<file path="config.mk">
export PLATFORM = sky130hd
export DESIGN_NAME = dcds_ctrl
export DESIGN_NICKNAME = d
export VERILOG_FILES = /design/src/sv/dcds_pkg.sv /design/src/sv/dcds_ctrl.sv
export SDC_FILE = /design/constraint.sdc
export NUM_CORES = 1
export LEC_CHECK = 0
export BUFFER_PORTS_ARGS = -buffer_cell sky130_fd_sc_hd__buf_2
export CAP_MARGIN = 20
export CORE_MARGIN = 8
export CORE_UTILIZATION = 44
export DETAILED_ROUTE_END_ITERATION = 8
export GPL_ROUTABILITY_DRIVEN = 0
export GPL_TIMING_DRIVEN = 0
export HOLD_SLACK_MARGIN = 0.15
export PLACE_DENSITY = 0.82
export SYNTH_ARGS = -nofsm -noshare
export SYNTH_HDL_FRONTEND = slang
export SYNTH_SLANG_ARGS = --single-unit
export TNS_END_PERCENT = 20
</file>
<file path="constraint.sdc">
create_clock -name clk -period 1.32 [get_ports clk]
set_input_delay 0.264 -clock clk [delete_from_list [all_inputs] [get_ports clk]]
set_output_delay 0.264 -clock clk [all_outputs]
set_load 0.005 [all_outputs]
</file>
<file path="src/sv/dcds_pkg.sv">
// Package of types, constants and helpers shared by the donor-cell stencil block.
`default_nettype none
package dcds_pkg;

  localparam int SAMPLE_W = 32;
  localparam int ROW_W    = 16;
  localparam int COL_W    = 10;
  localparam int GAMMA_W  = 18;
  localparam int DW       = 52;
  localparam int BW       = 33;
  localparam int PW       = DW + BW;
  localparam int ADDR_W   = 5;

  localparam logic [2:0] REG_INV_DX    = 3'd0;
  localparam logic [2:0] REG_INV_DY    = 3'd1;
  localparam logic [2:0] REG_INV_DX_SQ = 3'd2;
  localparam logic [2:0] REG_INV_DY_SQ = 3'd3;
  localparam logic [2:0] REG_GAMMA     = 3'd4;
  localparam logic [2:0] REG_ROWS      = 3'd5;
  localparam logic [2:0] REG_COLS      = 3'd6;

  localparam logic [2:0] TERM_LAST = 3'd7;

  typedef enum logic [2:0] {
    OP_Q0, OP_Q1, OP_Q2, OP_Q3, OP_GAM, OP_SCL
  } op_t;

  typedef enum logic [2:0] {
    ST_IDLE, ST_READ, ST_START, ST_MUL, ST_POST, ST_EMIT
  } state_t;

  typedef struct packed {
    logic signed [SAMPLE_W-1:0] u_sample;
    logic signed [SAMPLE_W-1:0] v_sample;
    logic                       frame_start;
  } in_item_t;

  typedef struct packed {
    logic [ROW_W-1:0]           center_row;
    logic [COL_W-1:0]           center_col;
    logic                       u_terms_valid;
    logic                       v_terms_valid;
    logic signed [SAMPLE_W-1:0] u_xx;
    logic signed [SAMPLE_W-1:0] u_yy;
    logic signed [SAMPLE_W-1:0] uu_x;
    logic signed [SAMPLE_W-1:0] uv_y;
    logic signed [SAMPLE_W-1:0] v_xx;
    logic signed [SAMPLE_W-1:0] v_yy;
    logic signed [SAMPLE_W-1:0] uv_x;
    logic signed [SAMPLE_W-1:0] vv_y;
  } out_item_t;

  typedef struct packed {
    logic [31:0]        inv_dx;
    logic [31:0]        inv_dy;
    logic [31:0]        inv_dx_sq;
    logic [31:0]        inv_dy_sq;
    logic [GAMMA_W-1:0] upwind_weight;
    logic [ROW_W-1:0]   interior_rows;
    logic [COL_W-1:0]   interior_cols;
  } cfg_t;

  typedef struct packed {
    logic       capture;
    logic       win_load;
    logic       mul_start;
    logic       post_en;
    logic       out_load;
    op_t        op;
    logic [2:0] term;
  } dp_cmd_t;

  typedef struct packed {
    logic emit;
    logic uok;
    logic vok;
    logic mul_done;
    logic out_busy;
  } dp_status_t;

  function automatic logic [DW-1:0] mag(input logic signed [DW-1:0] x);
    mag = x[DW-1] ? DW'(-x) : DW'(x);
  endfunction

  function automatic op_t op_after(input op_t op);
    case (op)
      OP_Q0:   op_after = OP_Q1;
      OP_Q1:   op_after = OP_Q2;
      OP_Q2:   op_after = OP_Q3;
      OP_Q3:   op_after = OP_GAM;
      default: op_after = OP_SCL;
    endcase
  endfunction

endpackage
`default_nettype wire

</file>
<file path="src/sv/dcds_ctrl.sv">
// Controller state machine that sequences capture, window update and term evaluation.
`default_nettype none
module dcds_ctrl import dcds_pkg::*; (
  input  logic       clk,
  input  logic       rst_n,
  input  logic       in_valid,
  output logic       in_ready,
  input  dp_status_t status,
  output dp_cmd_t    cmd
);

  state_t     state_r, state_nxt;
  logic [2:0] term_r, term_nxt;
  op_t        op_r, op_nxt;
  logic       term_ok;
  state_t     adv_state;
  logic [2:0] adv_term;
  op_t        adv_op;

  assign term_ok = term_r[2] ? status.vok : status.uok;

  always_comb begin
    adv_term  = term_r + 3'd1;
    adv_state = (term_r == TERM_LAST) ? ST_EMIT : ST_START;
    adv_op    = adv_term[1] ? OP_Q0 : OP_SCL;
  end

  always_comb begin
    state_nxt = state_r;
    term_nxt  = term_r;
    op_nxt    = op_r;
    case (state_r)
      ST_IDLE: begin
        if (in_valid) begin
          state_nxt = ST_READ;
        end
      end
      ST_READ: begin
        term_nxt  = '0;
        op_nxt    = OP_SCL;
        state_nxt = status.emit ? ST_START : ST_IDLE;
      end
      ST_START: begin
        if (term_ok) begin
          state_nxt = ST_MUL;
        end else begin
          state_nxt = adv_state;
          term_nxt  = adv_term;
          op_nxt    = adv_op;
        end
      end
      ST_MUL: begin
        if (status.mul_done) begin
          state_nxt = ST_POST;
        end
      end
      ST_POST: begin
        if (op_r == OP_SCL) begin
          state_nxt = adv_state;
          term_nxt  = adv_term;
          op_nxt    = adv_op;
        end else begin
          state_nxt = ST_START;
          op_nxt    = op_after(op_r);
        end
      end
      ST_EMIT: begin
        if (!status.out_busy) begin
          state_nxt = ST_IDLE;
        end
      end
      default: state_nxt = ST_IDLE;
    endcase
  end

  always_comb begin
    in_ready      = 1'b0;
    cmd           = '0;
    cmd.op        = op_r;
    cmd.term      = term_r;
    case (state_r)
      ST_IDLE: begin
        in_ready    = 1'b1;
        cmd.capture = in_valid;
      end
      ST_READ:  cmd.win_load  = 1'b1;
      ST_START: cmd.mul_start = term_ok;
      ST_POST:  cmd.post_en   = 1'b1;
      ST_EMIT:  cmd.out_load  = !status.out_busy;
      default: begin
        in_ready = 1'b0;
      end
    endcase
  end

  always_ff @(posedge clk) begin
    if (!rst_n) begin
      state_r <= ST_IDLE;
      term_r  <= '0;
      op_r    <= OP_SCL;
    end else begin
      state_r <= state_nxt;
      term_r  <= term_nxt;
      op_r    <= op_nxt;
    end
  end

endmodule
`default_nettype wire

</file>
==> results.json, run 1 <==
{
  "final.setup_skew_ps": 6.344,
  "total_power_w": 0.0008359,
  "synth-edff-count": 0,
  "setup_viol": 15,
  "fp.coreArea_sq_um": 1489,
  "drive_gt1_share_pct": 43.48,
  "violations": "setup timing",
  "dr.pass1.iters": 4,
  "cts_max_level": 1,
  "die_w_um": 55.76,
  "rows": 14,
  "overflow": 0,
  "combPwrFrac_pct": 36.3,
  "worst_pin_slew_ps": 381.5,
  "grt_use_met1_pct": 14.58,
  "slew_headroom_pct": 74.57,
  "period_share_pct": 116.4,
  "timing.fmax_mhz": 651.0,
  "initial_core_util_pct": 46.72,
  "synth_seq_cells": 9,
  "crit_type": "flop to output port",
  "ys_warn_count": 0,
  "worst_path_max_delay_cell": "or3b_4",
  "grt_usage_pct": 12.72,
  "drt_iter0_markers": 16,
  "clkPwrFrac_pct": 25.8,
  "grt_pass1_vias": 765,
  "grt_use_met3_pct": 3.653,
  "power.leakage_nw": 0.4353,
  "clockBufferDepth": 2,
  "cts-root-buf": "clkbuf_4",
  "seq_area_frac_synth_pct": 25.90,
  "grt-busiest-layer": "met2",
  "path_max_fanout": 5,
  "swShare_pct": 31.90,
  "netlist_instances": 87,
  "port_buffers": 18,
  "drt_wl_total_um": 1966,
  "hold_buffers": 0,
  "drc": 0,
  "cts_sinks": 9,
  "clkSlewWorstSetupHoldPaths_ps": 60,
  "syn-num-nets": 98,
  "viasPerCell": 5.985,
  "pin_count": 20,
  "syn_to_final_growth_pct": 41.73,
  "cp-end-kind": "output port",
  "rsz0062_at_grt": "true",
  "p_per_area_nw_per_um2": 847.8,
  "wl_per_cell_um": 15.01,
  "arrival_ps": 1270,
  "cp-start-kind": "flop",
  "die_area_sq_um": 3109,
  "cp.required_ps": 1060,
  "status": "finished with violations",
  "postLayoutCellArea_sq_um": 985.9,
  "path_cells": "or3b_4 > nor2_1 > buf_2",
  "place_area_sq_um": 815.8,
  "grtUsageMet2_pct": 20.51,
  "clock_latency_ps": 270,
  "cts_tree": "built",
  "power_switching_w": 0.0002667,
  "pwr-share-seq_pct": 37.9,
  "antenna_found_initial": 0,
  "routed-via-count": 784,
  "critPathMaxStageDelay_ps": 430,
  "drtAntennaViolNets": 0,
  "irDropWorstVdd_mv": 0.5523,
  "syn_area_per_cell_sq_um": 7.996,
  "diodes": 0,
  "grt_max_degree": 11,
  "finalCriticalPeriod_ps": 1536,
  "ys.flop_type": "dfxtp_1",
  "cp.buffers_inverters": 1,
  "synth_area_sq_um": 695.7,
  "grt_pass1_wl_um": 3381,
  "maxCapViolations": 0,
  "cts_buffers": 3,
  "synthArstFlopShare_pct": 0,
  "die_height_um": 55.76,
  "whs_ps": 336.6,
  "finalHoldViolCount": 0,
  "netlist-cell-type-count": 36,
  "final_max_slew_viol_count": 0,
  "final_util_pct": 66.22,
  "nets": 127,
  "hold_class": "input port to flop",
  "worst_slack_ps": -216.2,
  "hpwlAfterDp_um": 1408,
  "cp_top_family": "simple AND/OR/NAND/NOR gates",
  "power.internal_w": 0.0005692
}
## timing repair
item | 4_1_cts | 5_1_grt
setup endpoints to repair | 15 | 15
buffers inserted | 8 | 0
resized for setup | 23 | 9
pin swaps | 10 | 0
## metrics by stage
step / setup slack, ps / TNS, ps / std cells
floorplan: -126.4 / -509.0 / 87
global placement: -177.9 / -1302 / 121
detailed placement: -202.6 / -1693 / 121
CTS: -221.3 / -1716 / 131
global route: -263.1 / -2770 / 131
finish: -216.2 / -1728 / 131
## cell usage after synthesis (2+ instances only)
cell      instances  area [sq um]
a31oi_1           2         12.51
clkbuf_1          4         15.01
dfxtp_1           9         180.2
ha_1              3         37.54
inv_1             4         15.01
mux2i_1           5         50.05
nand2_1          14         52.55
nand3_1           2         10.01
nand3b_1          3         22.52
nor2_1            2         7.510
nor3_1            4         20.02
o21ai_0           8         40.04
o32ai_1           2         17.52
or3b_4            2         22.52
xnor2_1           2         17.52
## area by class of cell
cell class	count	area (sq um)
Buffer	5	61.31
Clock buffer	4	26.28
Fill cell	123	503.0
Inverter	4	17.52
Multi-Input combinational cell	67	501.7
Sequential cell	9	195.2
Tap cell	16	20.02
Timing Repair Buffer	26	163.9
## worst register-to-register path: cells and delay by family (launching register included)
kind | cells | cell delay, ps
simple gates | 2 | 430
flops | 1 | 330
compound gates | 1 | 310
buf+inv | 3 | 300
## flip-flops by register name (all words and copies together), names as in the netlist
signal,count
op_r,3
state_r,3
term_r,3
## routing by layer
metal	part of all wire, %	up-vias
li1	-	376
met1	41	371
met2	50	34
met3	7.4	3
met4	1.2	0
met5	0	-
## placed cells by master (no fill, tap or decap), types with 2 or more instances in the layout
master	instances
nand3b_1	3
dfxtp_1	3
ha_1	2
buf_2	17
or3b_4	2
clkbuf_1	2
dfxtp_4	3
clkbuf_4	4
nand2_1	14
a31oi_1	2
buf_4	7
mux2i_1	5
o21ai_0	4
dfxtp_2	3
nor2_1	2
nor3_1	3
o21ai_1	4
buf_6	2
nand3_1	2
inv_1	3
## logic make-up (layout without fill, tap and decap cells)
family / after synthesis / count (layout) / share of synthesized area, %
AND/OR/NAND/NOR: 33 / 33 / 25.36
AO/OA/AOI/OAI: 23 / 23 / 24.28
buffers and inverters: 11 / 39 / 7.732
flip-flops: 9 / 9 / 25.90
multiplexers: 6 / 6 / 8.813
adder cells (fa/ha/maj): 3 / 3 / 5.396
XOR/XNOR: 2 / 2 / 2.518
## path summary, 6_finish.rpt
check	start	end	slack, ps	cells after the start
worst max register to register	state_r[1]$_SDFFE_PN0P_	op_r[2]$_SDFFE_PN1P_	-160	6
worst min register to register	term_r[0]$_SDFFE_PN0P_	term_r[0]$_SDFFE_PN0P_	470	2
worst max-delay path	state_r[0]$_SDFFE_PN0P_	cmd[8]	-220	3
worst min-delay path	rst_n	op_r[0]$_SDFFE_PN1P_	340	2
## power groups by stage
stage | Clock [W] | Combinational, W | Sequential, W
after floorplan | 0 | 0.000170 | 0.000315
after global placement | 0 | 0.000231 | 0.000317
after detailed placement | 0 | 0.000240 | 0.000318
after CTS | 0.000222 | 0.000290 | 0.000317
after global routing | 0.000236 | 0.000334 | 0.000320
final | 0.000216 | 0.000304 | 0.000316
(Power assumes the default switching activity.)
==> run 2: changes to the inputs <==
--- a/config.mk
+++ b/config.mk
@@ -13,7 +13,7 @@
 export GPL_ROUTABILITY_DRIVEN = 0
 export GPL_TIMING_DRIVEN = 0
 export HOLD_SLACK_MARGIN = 0.15
-export PLACE_DENSITY = 0.82
+export PLACE_DENSITY = 0.72
 export SYNTH_ARGS = -nofsm -noshare
 export SYNTH_HDL_FRONTEND = slang
 export SYNTH_SLANG_ARGS = --single-unit
==> run 2 against run 1 <==
The flow still finishes with violations (setup timing). First-iteration DRC count fell by 63%. Hold slack worse by 1.0 ps. Core utilization fell by 0.59 points. Clock power increased by 4%. Sequential share of layout area decreased by 0.33 points. Maximum frequency fell by 1.8%. Worst setup slack got worse by 28 ps. Clock skew is 4.2 ps higher. Non-clock buffer count up 1. Critical endpoint is now cmd[7]. Largest power group unchanged.
==> results.json, run 2 (same netlist as run 1, synthesis figures left out) <==
{
  "drc": 0,
  "syn_to_final_growth_pct": 40.47,
  "fin_cells": 132,
  "grt_pass1_vias": 758,
  "path_max_fanout": 7,
  "reg2reg_to": "state_r[0]$_SDFFE_PN0P_",
  "nets": 128,
  "setup_viol": 15,
  "cts_sinks": 9,
  "grt_max_degree": 11,
  "ff2ff_path_depth": 6,
  "tns_ps": -1917,
  "irDropWorstVdd_mv": 0.5426,
  "layout_commonest_cell": "buf_2",
  "path_common_cell": "buf_6",
  "postLayoutCellArea_sq_um": 977.2,
  "grt_usage_pct": 12.85,
  "rows": 14,
  "hold_buffers": 0,
  "grt_pass1_wl_um": 3367,
  "cts_max_level": 1,
  "worst_path_max_delay_cell": "or3b_4",
  "hold_class": "input port to flop",
  "hold_depth": 2,
  "final.setup_skew_ps": 10.51,
  "cp_top_family": "simple AND/OR/NAND/NOR gates",
  "slew_headroom_pct": 72.51,
  "hpwlAfterDp_um": 1401,
  "cts-root-buf": "clkbuf_4",
  "clockBufferDepth": 2,
  "dr.pass1.iters": 4,
  "r2r-start": "term_r[0]$_SDFFE_PN0P_",
  "routed-via-count": 764,
  "cp-end-kind": "output port",
  "clkSlewWorstSetupHoldPaths_ps": 60,
  "rsz0062_at_grt": "true",
  "cp.buffers_inverters": 3,
  "final_max_slew_viol_count": 0,
  "arrival_ps": 1300,
  "overflow": 0,
  "mostFrequentLayoutCells": "17 x buf_2, 13 x nand2_1, 10 x buf_4",
  "wl_per_cell_um": 15.72,
  "place_area_sq_um": 815.8,
  "worst_slack_ps": -244.6,
  "drtAntennaViolNets": 0,
  "drt_wl_total_um": 2075,
  "drt_iter0_markers": 6,
  "port_buffers": 18,
  "cp.required_ps": 1060,
  "fp.coreArea_sq_um": 1489,
  "die_area_sq_um": 3109,
  "antenna_found_initial": 0,
  "initial_core_util_pct": 46.72,
  "drive_gt1_share_pct": 45.69,
  "crit_type": "flop to output port",
  "diodes": 0,
  "timing.fmax_mhz": 639.1,
  "finalHoldViolCount": 0,
  "worst_pin_slew_ps": 409.2,
  "hp-start": "rst_n",
  "path_cells": "buf_6 > or3b_4 > inv_4 > buf_6",
  "total_power_w": 0.0008518,
  "cts_tree": "built",
  "cp-start-kind": "flop",
  "p_per_area_nw_per_um2": 871.7,
  "viasPerCell": 5.788,
  "violations": "setup timing",
  "dp_cells": 121,
  "power.leakage_nw": 0.4319,
  "die_w_um": 55.76,
  "fill_cells": 133,
  "clock_latency_ps": 270,
  "die_height_um": 55.76,
  "finalCriticalPeriod_ps": 1565,
  "biggestRegsByFlops": "op_r: 3 flops, state_r: 3 flops, term_r: 3 flops",
  "period_share_pct": 118.5,
  "pin_count": 20,
  "maxCapViolations": 0,
  "critPathMaxStageDelay_ps": 420,
  "min_to": "op_r[0]$_SDFFE_PN1P_",
  "r2r_slack_ps": -210,
  "status": "finished with violations",
  "cts_buffers": 3
}
==> run 2: changes by cell type in the layout (fill, tap and decap cells not counted), sizes merged <==
cell	before	now
buf	27	30
clkbuf	8	6
==> run 2: worst max-delay path by stage <==
stage                                  from                      end  cells after the start
floorplan           state_r[2]$_SDFFE_PN0P_     op_r[2]$_SDFFE_PN1P_                      5
global placement    state_r[2]$_SDFFE_PN0P_     op_r[2]$_SDFFE_PN1P_                      5
detailed placement   term_r[0]$_SDFFE_PN0P_  state_r[2]$_SDFFE_PN0P_                      6
CTS                 state_r[0]$_SDFFE_PN0P_                   cmd[8]                      4
global route        state_r[1]$_SDFFE_PN0P_                   cmd[7]                      4
finish              state_r[1]$_SDFFE_PN0P_                   cmd[7]                      4
==> run 2: worst register-to-register path, stage by stage, from the launching register on <==
cell      delay, ps
dfxtp_2         350
ha_2            190
ha_1            170
nand4b_1        190
o21ai_1         170
o31a_1          170
o2111a_1        200
==> run 2: area by class of cell <==
class	count	area, sq um	area share (%)
clock buffers	4	26.28	2.689
multi-input cells	67	511.7	52.37
well taps	16	20.02	2.049
flip-flops and latches	9	190.2	19.46
plain buffers	5	47.55	4.866
repair buffers	27	163.9	16.77
inverters	4	17.52	1.793
==> run 2: metal layers <==
metal	wire, um	GRT usage (%)
met1	866	13.77
met2	1005	20.99
met3	120	4.338
met4	83	8.099
met5	0	0
==> run 2: what timing repair did <==
item	4_1_cts	5_1_grt
gates resized for setup	19	13
setup buffers	5	4
pin swaps	5	6
endpoints found under the setup margin	15	15
==> run 2: where the power goes <==
group | total (W) | internal, W | switching (W)
sequential | 0.000319 | 0.000290 | 0.0000296
clock | 0.000224 | 0.000117 | 0.000107
combinational | 0.000308 | 0.000164 | 0.000145
total | 0.000852 | 0.000570 | 0.000281
==> run 2: through the flow <==
| stage | worst slack, ps | util, % | hold slack (ps) |
|---|---|---|---|
| 2_1_floorplan | -126.4 | - | 434.1 |
| 3_3_place_gp | -191.3 | 54.79 | 468.6 |
| 3_5_place_dp | -207.2 | 54.79 | 489.1 |
| 4_1_cts | -274.3 | 61.60 | 333.3 |
| 5_1_grt | -276.9 | 65.63 | 370.2 |
| 6_report | -244.6 | 65.63 | 335.5 |
